### src/sftr_pkg.sv
// Shared types, constants and tables of the scaled 5x7 character generator.
// No dependencies; every other file refers to it by scoped names.
`default_nettype none
package sftr_pkg;

    localparam int MAX_CHARS  = 32;
    localparam int LINE_WIDTH = 410;
    localparam int MAX_SCALE  = 8;
    localparam int POS_W      = $clog2(MAX_CHARS);
    localparam int LEN_W      = POS_W + 1;
    localparam int GLYPH_W    = 6;
    localparam int PX_W       = 9;
    localparam int PY_W       = 7;
    localparam int SCALE_W    = 4;
    localparam int COLOR_W    = 16;
    localparam int RECIP_W    = 17;
    localparam int RECIP_SH   = 16;
    localparam int FC_W       = 9;
    localparam int CI_W       = 7;
    localparam int COL_W      = 3;
    localparam int DIV6_MUL   = 683;
    localparam int DIV6_SH    = 12;
    localparam int GLYPH_COLS = 5;
    localparam int GLYPH_ROWS = 7;

    localparam logic [GLYPH_W-1:0] G_SPACE = 6'd0;
    localparam logic [GLYPH_W-1:0] G_ALPHA = 6'd1;
    localparam logic [GLYPH_W-1:0] G_DIGIT = 6'd27;
    localparam logic [GLYPH_W-1:0] G_COLON = 6'd37;
    localparam logic [GLYPH_W-1:0] G_DASH  = 6'd38;
    localparam logic [GLYPH_W-1:0] G_DOT   = 6'd39;

    typedef enum logic {
        OP_STORE = 1'b0,
        OP_QUERY = 1'b1
    } t_op;

    typedef enum logic [1:0] {
        REG_SCALE    = 2'd0,
        REG_X_ORIGIN = 2'd1,
        REG_FG_COLOR = 2'd2,
        REG_BG_COLOR = 2'd3
    } t_reg;

    typedef struct packed {
        t_op                op;
        logic [POS_W-1:0]   pos;
        logic [GLYPH_W-1:0] glyph;
        logic               term;
        logic [PX_W-1:0]    dx;
        logic [PY_W-1:0]    py;
        logic               outside;
    } t_item;

    typedef struct packed {
        logic [SCALE_W-1:0] scale;
        logic [PX_W-1:0]    x_origin;
        logic [COLOR_W-1:0] fg_color;
        logic [COLOR_W-1:0] bg_color;
    } t_cfg;

    localparam logic [6:0] GLYPH_ROM [0:39][0:4] = '{
        '{7'h00,7'h00,7'h00,7'h00,7'h00},
        '{7'h7E,7'h11,7'h11,7'h11,7'h7E}, '{7'h7F,7'h49,7'h49,7'h49,7'h36},
        '{7'h3E,7'h41,7'h41,7'h41,7'h22}, '{7'h7F,7'h41,7'h41,7'h22,7'h1C},
        '{7'h7F,7'h49,7'h49,7'h49,7'h41}, '{7'h7F,7'h09,7'h09,7'h09,7'h01},
        '{7'h3E,7'h41,7'h49,7'h49,7'h7A}, '{7'h7F,7'h08,7'h08,7'h08,7'h7F},
        '{7'h41,7'h41,7'h7F,7'h41,7'h41}, '{7'h20,7'h40,7'h41,7'h3F,7'h01},
        '{7'h7F,7'h08,7'h14,7'h22,7'h41}, '{7'h7F,7'h40,7'h40,7'h40,7'h40},
        '{7'h7F,7'h02,7'h0C,7'h02,7'h7F}, '{7'h7F,7'h04,7'h08,7'h10,7'h7F},
        '{7'h3E,7'h41,7'h41,7'h41,7'h3E}, '{7'h7F,7'h09,7'h09,7'h09,7'h06},
        '{7'h3E,7'h41,7'h51,7'h21,7'h5E}, '{7'h7F,7'h09,7'h19,7'h29,7'h46},
        '{7'h46,7'h49,7'h49,7'h49,7'h31}, '{7'h01,7'h01,7'h7F,7'h01,7'h01},
        '{7'h3F,7'h40,7'h40,7'h40,7'h3F}, '{7'h1F,7'h20,7'h40,7'h20,7'h1F},
        '{7'h7F,7'h20,7'h18,7'h20,7'h7F}, '{7'h63,7'h14,7'h08,7'h14,7'h63},
        '{7'h07,7'h08,7'h70,7'h08,7'h07}, '{7'h61,7'h51,7'h49,7'h45,7'h43},
        '{7'h3E,7'h51,7'h49,7'h45,7'h3E}, '{7'h00,7'h42,7'h7F,7'h40,7'h00},
        '{7'h42,7'h61,7'h51,7'h49,7'h46}, '{7'h21,7'h41,7'h45,7'h4B,7'h31},
        '{7'h18,7'h14,7'h12,7'h7F,7'h10}, '{7'h27,7'h45,7'h45,7'h45,7'h39},
        '{7'h3C,7'h4A,7'h49,7'h49,7'h30}, '{7'h01,7'h71,7'h09,7'h05,7'h03},
        '{7'h36,7'h49,7'h49,7'h49,7'h36}, '{7'h06,7'h49,7'h49,7'h29,7'h1E},
        '{7'h00,7'h36,7'h36,7'h00,7'h00}, '{7'h08,7'h08,7'h08,7'h08,7'h08},
        '{7'h00,7'h60,7'h60,7'h00,7'h00}
    };

    function automatic logic [GLYPH_W-1:0] code_to_glyph(input logic [7:0] code);
        logic [GLYPH_W-1:0] g;
        g = G_SPACE;
        if (code >= 8'h41 && code <= 8'h5A) begin
            g = G_ALPHA + GLYPH_W'(code - 8'h41);
        end else if (code >= 8'h30 && code <= 8'h39) begin
            g = G_DIGIT + GLYPH_W'(code - 8'h30);
        end else if (code == 8'h3A) begin
            g = G_COLON;
        end else if (code == 8'h2D) begin
            g = G_DASH;
        end else if (code == 8'h2E) begin
            g = G_DOT;
        end
        return g;
    endfunction

    // floor(2^16 / s) + 1, exact quotient for 9-bit dividends
    function automatic logic [RECIP_W-1:0] scale_recip(input logic [SCALE_W-1:0] s);
        logic [RECIP_W-1:0] r;
        case (s)
            4'd1:    r = 17'd65537;
            4'd2:    r = 17'd32769;
            4'd3:    r = 17'd21846;
            4'd4:    r = 17'd16385;
            4'd5:    r = 17'd13108;
            4'd6:    r = 17'd10923;
            4'd7:    r = 17'd9363;
            4'd8:    r = 17'd8193;
            default: r = '0;
        endcase
        return r;
    endfunction

endpackage
`default_nettype wire

### src/sftr_front.sv
// Front end: takes stream items, maps character codes to glyphs and
// offsets query columns against the origin. Depends on sftr_pkg.
`default_nettype none
module sftr_front (
    input  wire logic                  i_clk,
    input  wire logic                  i_rst_n,
    input  wire logic                  i_s_tvalid,
    output logic                       o_s_tready,
    input  wire logic [31:0]           i_s_tdata,
    input  wire logic                  i_s_tuser,
    input  wire logic [sftr_pkg::PX_W-1:0] i_x_origin,
    input  wire logic                  i_q_full,
    output logic                       o_push,
    output sftr_pkg::t_item            o_item
);

    logic [sftr_pkg::POS_W-1:0] w_pos;
    logic [7:0]                 w_code;
    logic [sftr_pkg::PX_W-1:0]  w_px;
    logic [sftr_pkg::PY_W-1:0]  w_py;
    logic [sftr_pkg::PX_W-1:0]  w_x0;
    logic                       r_ready;

    assign w_pos  = i_s_tdata[4:0];
    assign w_code = i_s_tdata[12:5];
    assign w_px   = i_s_tdata[21:13];
    assign w_py   = i_s_tdata[28:22];
    assign w_x0   = {i_x_origin[sftr_pkg::PX_W-1:1], 1'b0};

    always_ff @(posedge i_clk) begin
        if (!i_rst_n) begin
            r_ready <= 1'b0;
        end else begin
            r_ready <= 1'b1;
        end
    end

    assign o_s_tready = r_ready && !i_q_full;
    assign o_push     = i_s_tvalid && o_s_tready;

    always_comb begin
        o_item.op      = sftr_pkg::t_op'(i_s_tuser);
        o_item.pos     = w_pos;
        o_item.glyph   = sftr_pkg::code_to_glyph(w_code);
        o_item.term    = (w_code == 8'd0);
        o_item.dx      = w_px - w_x0;
        o_item.py      = w_py;
        o_item.outside = (w_px >= sftr_pkg::PX_W'(sftr_pkg::LINE_WIDTH)) || (w_px < w_x0);
    end

endmodule
`default_nettype wire

### src/sftr_queue.sv
// Two-entry queue between the front end and the back end.
// Depends on sftr_pkg for the item type.
`default_nettype none
module sftr_queue (
    input  wire logic             i_clk,
    input  wire logic             i_rst_n,
    input  wire logic             i_push,
    input  wire sftr_pkg::t_item  i_item,
    input  wire logic             i_pop,
    output logic                  o_full,
    output logic                  o_empty,
    output sftr_pkg::t_item       o_item
);

    sftr_pkg::t_item r_mem [0:1];
    logic            r_wr_ptr;
    logic            r_rd_ptr;
    logic [1:0]      r_count;

    assign o_full  = (r_count == 2'd2);
    assign o_empty = (r_count == 2'd0);
    assign o_item  = r_mem[r_rd_ptr];

    always_ff @(posedge i_clk) begin
        if (i_push) begin
            r_mem[r_wr_ptr] <= i_item;
        end
    end

    always_ff @(posedge i_clk) begin
        if (!i_rst_n) begin
            r_wr_ptr <= 1'b0;
            r_rd_ptr <= 1'b0;
            r_count  <= 2'd0;
        end else begin
            if (i_push) begin
                r_wr_ptr <= !r_wr_ptr;
            end
            if (i_pop) begin
                r_rd_ptr <= !r_rd_ptr;
            end
            case ({i_push, i_pop})
                2'b10:   r_count <= r_count + 2'd1;
                2'b01:   r_count <= r_count - 2'd1;
                default: r_count <= r_count;
            endcase
        end
    end

endmodule
`default_nettype wire

### src/sftr_back.sv
// Back end: executes stores into the glyph store and resolves pixel queries
// through scale division, cell split, glyph lookup and color choice.
// Depends on sftr_pkg.
`default_nettype none
module sftr_back (
    input  wire logic             i_clk,
    input  wire logic             i_rst_n,
    input  wire sftr_pkg::t_cfg   i_cfg,
    input  wire logic             i_q_empty,
    input  wire sftr_pkg::t_item  i_item,
    output logic                  o_pop,
    output logic                  o_m_tvalid,
    input  wire logic             i_m_tready,
    output logic [15:0]           o_m_tdata,
    output logic                  o_m_tuser
);

    typedef enum logic [1:0] {
        S_IDLE,
        S_SPLIT,
        S_EMIT
    } t_state;

    t_state                          r_state;
    logic [sftr_pkg::GLYPH_W-1:0]    r_store [0:sftr_pkg::MAX_CHARS-1];
    logic [sftr_pkg::LEN_W-1:0]      r_text_len;
    logic [sftr_pkg::FC_W-1:0]       r_fc;
    logic [sftr_pkg::PY_W-1:0]       r_row;
    logic                            r_off;
    logic [sftr_pkg::GLYPH_W-1:0]    r_glyph;
    logic [sftr_pkg::COL_W-1:0]      r_col;
    logic                            r_hit;
    logic                            r_out_valid;
    logic [15:0]                     r_out_color;
    logic                            r_out_fg;

    logic [sftr_pkg::SCALE_W-1:0]    w_scale;
    logic [sftr_pkg::RECIP_W-1:0]    w_recip;
    logic [25:0]                     w_dx_prod;
    logic [23:0]                     w_py_prod;
    logic [18:0]                     w_div6;
    logic [sftr_pkg::CI_W-1:0]       w_ci;
    logic [8:0]                      w_ci_x6;
    logic [8:0]                      w_col_full;
    logic [sftr_pkg::COL_W-1:0]      w_col;
    logic                            w_is_store;
    logic                            w_out_free;
    logic [6:0]                      w_bits;
    logic                            w_on;
    logic [15:0]                     w_color;
    logic [sftr_pkg::LEN_W-1:0]      w_pos_next;
    logic [sftr_pkg::LEN_W-1:0]      n_text_len;

    assign w_scale = (i_cfg.scale > sftr_pkg::SCALE_W'(sftr_pkg::MAX_SCALE))
                   ? sftr_pkg::SCALE_W'(sftr_pkg::MAX_SCALE) : i_cfg.scale;
    assign w_recip   = sftr_pkg::scale_recip(w_scale);
    assign w_dx_prod = 26'(i_item.dx) * 26'(w_recip);
    assign w_py_prod = 24'(i_item.py) * 24'(w_recip);

    assign w_div6     = 19'(r_fc) * 19'(sftr_pkg::DIV6_MUL);
    assign w_ci       = w_div6[18:sftr_pkg::DIV6_SH];
    assign w_ci_x6    = {w_ci, 2'b00} + {1'b0, w_ci, 1'b0};
    assign w_col_full = r_fc - w_ci_x6;
    assign w_col      = w_col_full[sftr_pkg::COL_W-1:0];

    assign w_bits  = sftr_pkg::GLYPH_ROM[r_glyph][r_col];
    assign w_on    = r_hit && w_bits[r_row[2:0]];
    assign w_color = w_on ? i_cfg.fg_color : i_cfg.bg_color;

    assign w_is_store = (i_item.op == sftr_pkg::OP_STORE);
    assign w_out_free = !r_out_valid || i_m_tready;
    assign o_pop      = (r_state == S_IDLE) && !i_q_empty;

    assign w_pos_next = sftr_pkg::LEN_W'(i_item.pos) + sftr_pkg::LEN_W'(1);

    always_comb begin
        n_text_len = r_text_len;
        if (i_item.term) begin
            n_text_len = sftr_pkg::LEN_W'(i_item.pos);
        end else if (w_pos_next > r_text_len) begin
            n_text_len = w_pos_next;
        end
    end

    always_ff @(posedge i_clk) begin
        if (o_pop && w_is_store && !i_item.term) begin
            r_store[i_item.pos] <= i_item.glyph;
        end
        if (r_state == S_SPLIT) begin
            r_glyph <= r_store[w_ci[sftr_pkg::POS_W-1:0]];
        end
    end

    always_ff @(posedge i_clk) begin
        if (!i_rst_n) begin
            r_state     <= S_IDLE;
            r_text_len  <= '0;
            r_out_valid <= 1'b0;
        end else begin
            if (r_out_valid && i_m_tready && (r_state != S_EMIT)) begin
                r_out_valid <= 1'b0;
            end
            case (r_state)
                S_IDLE: begin
                    if (o_pop) begin
                        if (w_is_store) begin
                            r_text_len <= n_text_len;
                        end else begin
                            r_fc    <= w_dx_prod[sftr_pkg::RECIP_SH +: sftr_pkg::FC_W];
                            r_row   <= w_py_prod[sftr_pkg::RECIP_SH +: sftr_pkg::PY_W];
                            r_off   <= i_item.outside || (w_scale == '0);
                            r_state <= S_SPLIT;
                        end
                    end
                end
                S_SPLIT: begin
                    r_col   <= (w_col < sftr_pkg::COL_W'(sftr_pkg::GLYPH_COLS)) ? w_col : '0;
                    r_hit   <= !r_off
                            && (w_ci < sftr_pkg::CI_W'(r_text_len))
                            && (w_col < sftr_pkg::COL_W'(sftr_pkg::GLYPH_COLS))
                            && (r_row < sftr_pkg::PY_W'(sftr_pkg::GLYPH_ROWS));
                    r_state <= S_EMIT;
                end
                S_EMIT: begin
                    if (w_out_free) begin
                        r_out_valid <= 1'b1;
                        r_out_color <= {w_color[7:0], w_color[15:8]};
                        r_out_fg    <= w_on;
                        r_state     <= S_IDLE;
                    end
                end
                default: begin
                    r_state <= S_IDLE;
                end
            endcase
        end
    end

    assign o_m_tvalid = r_out_valid;
    assign o_m_tdata  = r_out_color;
    assign o_m_tuser  = r_out_fg;

endmodule
`default_nettype wire

### src/scaled_font_text_rasterizer_core.sv
// Top level of the scaled 5x7 character generator: configuration registers,
// front end, item queue and back end. Depends on sftr_pkg, sftr_front,
// sftr_queue and sftr_back.
//
// Store items (tuser 0) write one character into a 32-entry string, or with
// code zero set its length to their position; pixel queries (tuser 1) pass
// through scale division by reciprocal multiply, cell and column split with
// glyph store read, font lookup and color choice, and return one result each.
// A two-entry queue lets the input keep accepting while the back end works,
// and the output register holds a result until the sink takes it. Entries of
// the string that were never written read back as undefined glyphs.
`default_nettype none
module scaled_font_text_rasterizer_core (
    input  wire logic        i_clk,
    input  wire logic        i_rst_n,
    input  wire logic        i_s_tvalid,
    output logic             o_s_tready,
    // char_pos[4:0], char_code[12:5], pixel_x[21:13], pixel_y[28:22], zero pad
    input  wire logic [31:0] i_s_tdata,
    // opcode
    input  wire logic        i_s_tuser,
    output logic             o_m_tvalid,
    input  wire logic        i_m_tready,
    // pixel_color[15:0]
    output logic [15:0]      o_m_tdata,
    // is_foreground
    output logic             o_m_tuser,
    input  wire logic        i_cfg_valid,
    output logic             o_cfg_ready,
    input  wire logic [1:0]  i_cfg_index,
    input  wire logic [15:0] i_cfg_data
);

    sftr_pkg::t_cfg  r_cfg;
    logic            r_cfg_ready;
    sftr_pkg::t_item w_push_item;
    sftr_pkg::t_item w_pop_item;
    logic            w_push;
    logic            w_pop;
    logic            w_full;
    logic            w_empty;

    always_ff @(posedge i_clk) begin
        if (!i_rst_n) begin
            r_cfg_ready    <= 1'b0;
            r_cfg.scale    <= 4'd4;
            r_cfg.x_origin <= 9'd72;
            r_cfg.fg_color <= 16'd63355;
            r_cfg.bg_color <= 16'd10564;
        end else begin
            r_cfg_ready <= 1'b1;
            if (i_cfg_valid && o_cfg_ready) begin
                case (sftr_pkg::t_reg'(i_cfg_index))
                    sftr_pkg::REG_SCALE:    r_cfg.scale    <= i_cfg_data[3:0];
                    sftr_pkg::REG_X_ORIGIN: r_cfg.x_origin <= i_cfg_data[8:0];
                    sftr_pkg::REG_FG_COLOR: r_cfg.fg_color <= i_cfg_data;
                    sftr_pkg::REG_BG_COLOR: r_cfg.bg_color <= i_cfg_data;
                    default: begin
                        r_cfg <= r_cfg;
                    end
                endcase
            end
        end
    end

    assign o_cfg_ready = r_cfg_ready;

    sftr_front u_front (
        .i_clk      (i_clk),
        .i_rst_n    (i_rst_n),
        .i_s_tvalid (i_s_tvalid),
        .o_s_tready (o_s_tready),
        .i_s_tdata  (i_s_tdata),
        .i_s_tuser  (i_s_tuser),
        .i_x_origin (r_cfg.x_origin),
        .i_q_full   (w_full),
        .o_push     (w_push),
        .o_item     (w_push_item)
    );

    sftr_queue u_queue (
        .i_clk   (i_clk),
        .i_rst_n (i_rst_n),
        .i_push  (w_push),
        .i_item  (w_push_item),
        .i_pop   (w_pop),
        .o_full  (w_full),
        .o_empty (w_empty),
        .o_item  (w_pop_item)
    );

    sftr_back u_back (
        .i_clk      (i_clk),
        .i_rst_n    (i_rst_n),
        .i_cfg      (r_cfg),
        .i_q_empty  (w_empty),
        .i_item     (w_pop_item),
        .o_pop      (w_pop),
        .o_m_tvalid (o_m_tvalid),
        .i_m_tready (i_m_tready),
        .o_m_tdata  (o_m_tdata),
        .o_m_tuser  (o_m_tuser)
    );

endmodule
`default_nettype wire
### config.mk
export PLATFORM = sky130hd
export DESIGN_NAME = scaled_font_text_rasterizer_core
export DESIGN_NICKNAME = d
export VERILOG_FILES = /design/src/sftr_pkg.sv /design/src/sftr_front.sv /design/src/sftr_queue.sv /design/src/sftr_back.sv /design/src/scaled_font_text_rasterizer_core.sv
export SDC_FILE = /design/constraint.sdc
export NUM_CORES = 1
export LEC_CHECK = 0
export ABC_AREA = 1
export BUFFER_PORTS_ARGS = -buffer_cell sky130_fd_sc_hd__buf_2
export CAP_MARGIN = 0
export CORE_MARGIN = 1
export CORE_UTILIZATION = 35
export DETAILED_ROUTE_END_ITERATION = 6
export HOLD_SLACK_MARGIN = 0.12
export PLACE_DENSITY_LB_ADDON = 0.1
export SLEW_MARGIN = 20
export SYNTH_ARGS = -nofsm -noshare
export SYNTH_HDL_FRONTEND = slang
export SYNTH_SLANG_ARGS = --single-unit
### constraint.sdc
create_clock -name i_clk -period 15.13 [get_ports i_clk]
set_input_delay 0.7565 -clock i_clk [delete_from_list [all_inputs] [get_ports i_clk]]
set_output_delay 0.7565 -clock i_clk [all_outputs]
set_load 0.02 [all_outputs]
==> reports/summary.md <==
The run finished with clean final reports. The run gives 0 as the number of hold violations in the final report. The largest fanout on the critical path was 15; the routability congestion estimate from global placement was 0.900. Yosys printed 0 warnings. The run gives 21300 as the via count of the first global-routing pass. Area fraction in and, or, nand and nor cells after synthesis: 0.223.

For the number of nets at the end of the flow, the log shows 3662. Share of cells above drive strength 1: 0.0603. The most used cell along the critical path was sky130_fd_sc_hd__inv_1. The number of antenna violations at the first check in global routing was 1; the number of instances in the synthesized netlist was 3198. The number of cell instances on the worst register-to-register path works out to 24. The number of cells traversed by the worst hold path works out to 1.

The final clock period utilization by the worst path is 0.478. Including well taps, the total number of placed cells is 4226. Among cell families on the critical path, the largest total delay comes from adder cells. The sum of negative setup slack came out at 0 ns. Counting instances in the post-synthesis netlist gives the leading cell types as sky130_fd_sc_hd__nand2_1, sky130_fd_sc_hd__inv_1, sky130_fd_sc_hd__nand3_1, sky130_fd_sc_hd__edfxtp_1, sky130_fd_sc_hd__nor2_1.

In this run, post-CTS repair resized a total of 0 instances. Traced cell by cell, the critical path runs through inv_1 -> nand2_1 -> inv_1 -> ha_1 -> inv_1 -> nor2_1 -> buf_4 -> nand2_1 -> nand2_1 -> clkinv_1 -> nor2_1 -> fa_1 -> fa_1 -> fa_1 -> inv_1 -> fa_1 -> inv_1 -> ha_1 -> a21oi_1 -> o21a_1 -> a21boi_0 -> a2111oi_0 -> nand2_1 -> xor2_1. The final route contains 20900 vias.

The die covers 77800 sq um. The tools report the required time at the endpoint of the critical path as 15.45 ns. For the largest net degree at the start of global routing, the log shows 81. The critical path's slowest cell is sky130_fd_sc_hd__nand2_1. For the effective utilization at floorplan, the log shows 0.353.

The global-route wire length before repair is 121 mm. Async set-reset flop share out of synthesis: 0. The area share of fa/ha/maj cells after synthesis was 0.225; the number of placement rows was 101. In this run the tool buffered the top-level ports with 72 buffer cells. The run gives 10100 sq um as the area taken by flip-flops and latches.

Counting every net in the synthesized netlist gives 3620. Number of nets with antenna violations after routing: 0. The tool flagged a number of max-cap violations equal to 0.

The core outline area is 75900 sq um. The xor and xnor area share after synthesis was 0.0120. Counting flops and latches in the post-synthesis netlist gives 355. For the number of buffers on the longest clock path, the log shows 3. For this design, the CTS-stage hold fixing added 0 buffers. Global-route usage over all layers: 0.200. The number of vias per cell after detailed routing came out at 4.87. The transition time of the tightest slew-check pin was 1.06 ns; the clock latency of the later-clocked register in the worst-skew pair was 0.60 ns. The library cell with the largest summed area after synthesis was sky130_fd_sc_hd__edfxtp_1. TritonCTS built the clock tree. After synthesis, the cell types taking the most area are sky130_fd_sc_hd__edfxtp_1, sky130_fd_sc_hd__fa_1, sky130_fd_sc_hd__nand2_1. The total buffers and inverters traversed by the critical path was 7. On the final layout, the worst clock skew is 0.0570 ns. The number of clock buffers added by TritonCTS is 40. Count of final setup violators: 0. The run gives 26800 sq um as the post-synthesis instance area. For this run, design rule violations remaining after detail routing come to 0.

The die is 279 um tall. STA classifies the critical path endpoint as a register. For this block, the initial DRC count from the detailed router was 1528. The first detailed-routing pass ran for 6 iterations. Relative to the synthesized area, the layout overhead comes to 10.2%.

The startpoint identified for the worst register-to-register timing path is r_cfg[44]. The die is 279 um wide. After global routing the overflow that remains totals 0.

The area share of the largest cell type after synthesis works out to 0.331. In this design, the stage delay of the slowest critical-path cell is 0.69 ns. The routed design has 76.5 mm of wire. In this run the post-CTS setup repair buffer count came out at 0.

The worst setup path is of the reg2reg kind. For the number of unique standard cell types used by synthesis, the log shows 55. Averaged over all synthesized cells, the footprint is 8.39 sq um. Detailed placement HPWL: 56.9 mm. By area, the combinational part of the netlist is dominated by adder cells.

The tools report the sequential share of the synthesized area as 0.375. The count of non-filler cells in the finished layout was 4298. Among all flip-flop cells after synthesis, the most frequent one is sky130_fd_sc_hd__edfxtp_1. The tightest min-delay check is of the in2reg type. The root buffer selected by CTS is sky130_fd_sc_hd__clkbuf_16. The number of max-slew violations in the final report came out at 0. 76 I/O pins were placed. The compound-cell area share of the yosys netlist was 0.0577. The total number of cells along the worst setup path was 24; the total number of clock tree sinks was 355. The worst endpoint data arrival time was 7.55 ns. After filler insertion, the fill cell instance count of the layout stands at 7869.

Derived from the worst setup path, the maximum achievable clock frequency is 138 MHz. After detailed routing, the average wire length per cell comes to 17.8 um. The tools report the multi-input gate area in the final layout as 14000 sq um.

The most critical setup path has its startpoint at r_cfg[44]. Setup repair after global routing left no endpoint under its margin. STA classifies the critical path startpoint as a register. The startpoint identified for the worst hold timing path is i_s_tdata[2]. Clock-pin slew was measured on the worst setup and hold paths at 0.06 ns.

The clock period could shrink to 7.23 ns. The H-tree generated during clock tree synthesis spans 2 levels. The mux cell area share after synthesis came out at 0.000373. The run gives 0.295 as the worst slew slack as a fraction of its limit. In the post-synthesis netlist, the cell with the most instances is sky130_fd_sc_hd__nand2_1. Counting flops with a built-in enable in the synthesized netlist gives 296.
## area by class of cell
class,count,share of cell area
multi-input cells,2109,0.473
flip-flops and latches,355,0.341
inverters,638,0.0811
well taps,1030,0.0436
clock buffers,48,0.0356
repair buffers,96,0.0196
clock inverters,21,0.00652
diodes,1,0.0000847
## flip-flops by register name, summed over array words and instances, names as in the netlist, 2 cells and up, named ones only
| register | flops |
|---|---|
| u_back.r_fc | 9 |
| u_queue.r_mem | 60 |
| u_back.r_state | 2 |
| u_back.r_row | 7 |
| r_cfg | 44 |
| u_back.r_col | 3 |
| u_queue.r_count | 2 |
| u_back.r_store | 192 |
| u_back.r_glyph | 6 |
| u_back.r_text_len | 6 |
| u_back.o_m_tdata | 16 |
## worst register-to-register path: stages (launching register included)
cell                        delay, ns
sky130_fd_sc_hd__dfxtp_1         0.32
sky130_fd_sc_hd__inv_1           0.16
sky130_fd_sc_hd__nand2_1         0.16
sky130_fd_sc_hd__inv_1           0.14
sky130_fd_sc_hd__ha_1            0.15
sky130_fd_sc_hd__inv_1           0.04
sky130_fd_sc_hd__nor2_1          0.08
sky130_fd_sc_hd__buf_4           0.24
sky130_fd_sc_hd__nand2_1         0.51
sky130_fd_sc_hd__nand2_1         0.69
sky130_fd_sc_hd__clkinv_1        0.58
sky130_fd_sc_hd__nor2_1          0.30
sky130_fd_sc_hd__fa_1            0.47
sky130_fd_sc_hd__fa_1            0.53
sky130_fd_sc_hd__fa_1            0.59
sky130_fd_sc_hd__inv_1           0.07
sky130_fd_sc_hd__fa_1            0.53
sky130_fd_sc_hd__inv_1           0.04
sky130_fd_sc_hd__ha_1            0.31
sky130_fd_sc_hd__a21oi_1         0.22
sky130_fd_sc_hd__o21a_1          0.19
sky130_fd_sc_hd__a21boi_0        0.09
sky130_fd_sc_hd__a2111oi_0       0.29
sky130_fd_sc_hd__nand2_1         0.14
sky130_fd_sc_hd__xor2_1          0.17
## placed cells by master (no fill, tap or decap), drive strengths merged, types with 48 or more instances in the layout
master / Yosys / final
buf: 53 / 96
edfxtp: 296 / 296
ha: 173 / 173
nor2: 292 / 292
nand3: 334 / 334
fa: 193 / 193
inv: 629 / 631
clkbuf: 43 / 48
o21ai: 106 / 106
a21oi: 105 / 105
dfxtp: 59 / 59
nand2: 738 / 738
## stage by stage
step / hold slack, ns / setup slack (ns) / area, sq um / utilization
6_report: 0.363 / 7.90 / 29600 / 0.389
5_1_grt: 0.336 / 7.47 / 29600 / 0.389
4_1_cts: 0.329 / 7.88 / 29500 / 0.388
3_3_place_gp: 0.430 / 7.91 / 28200 / 0.372
3_5_place_dp: 0.443 / 7.89 / 28300 / 0.372
2_1_floorplan: 0.426 / 9.77 / 26800 / -
## worst paths after layout
check	endpoint	slack, ns
hold / removal	u_queue.r_mem[1][26]	0.36
setup / recovery	u_back.r_fc[5]	7.90
hold reg to reg	r_cfg[11]	0.46
setup reg to reg	u_back.r_fc[5]	7.90
## routing by layer
layer  global-route usage  vias to the layer above  part of all wire
met3               0.0237                       92             0.043
met2                0.340                      472              0.48
met1                0.270                    10100              0.45
met4               0.0499                        0             0.022
met5                    0                        -                 0
li1                     -                    10200                 -
## logic make-up (layout without fill, tap and decap cells)
logic type	count (synthesis)	after routing
AO/OA/AOI/OAI	276	276
flip-flops	355	355
AND/OR/NAND/NOR	1430	1430
XOR/XNOR	36	36
buffers and inverters	734	803
other	0	1
multiplexers	1	1
adder cells (fa/ha/maj)	366	366
Power is not shown: default switching activity piles up to over one toggle a cycle in this logic, so the estimate is an artifact.
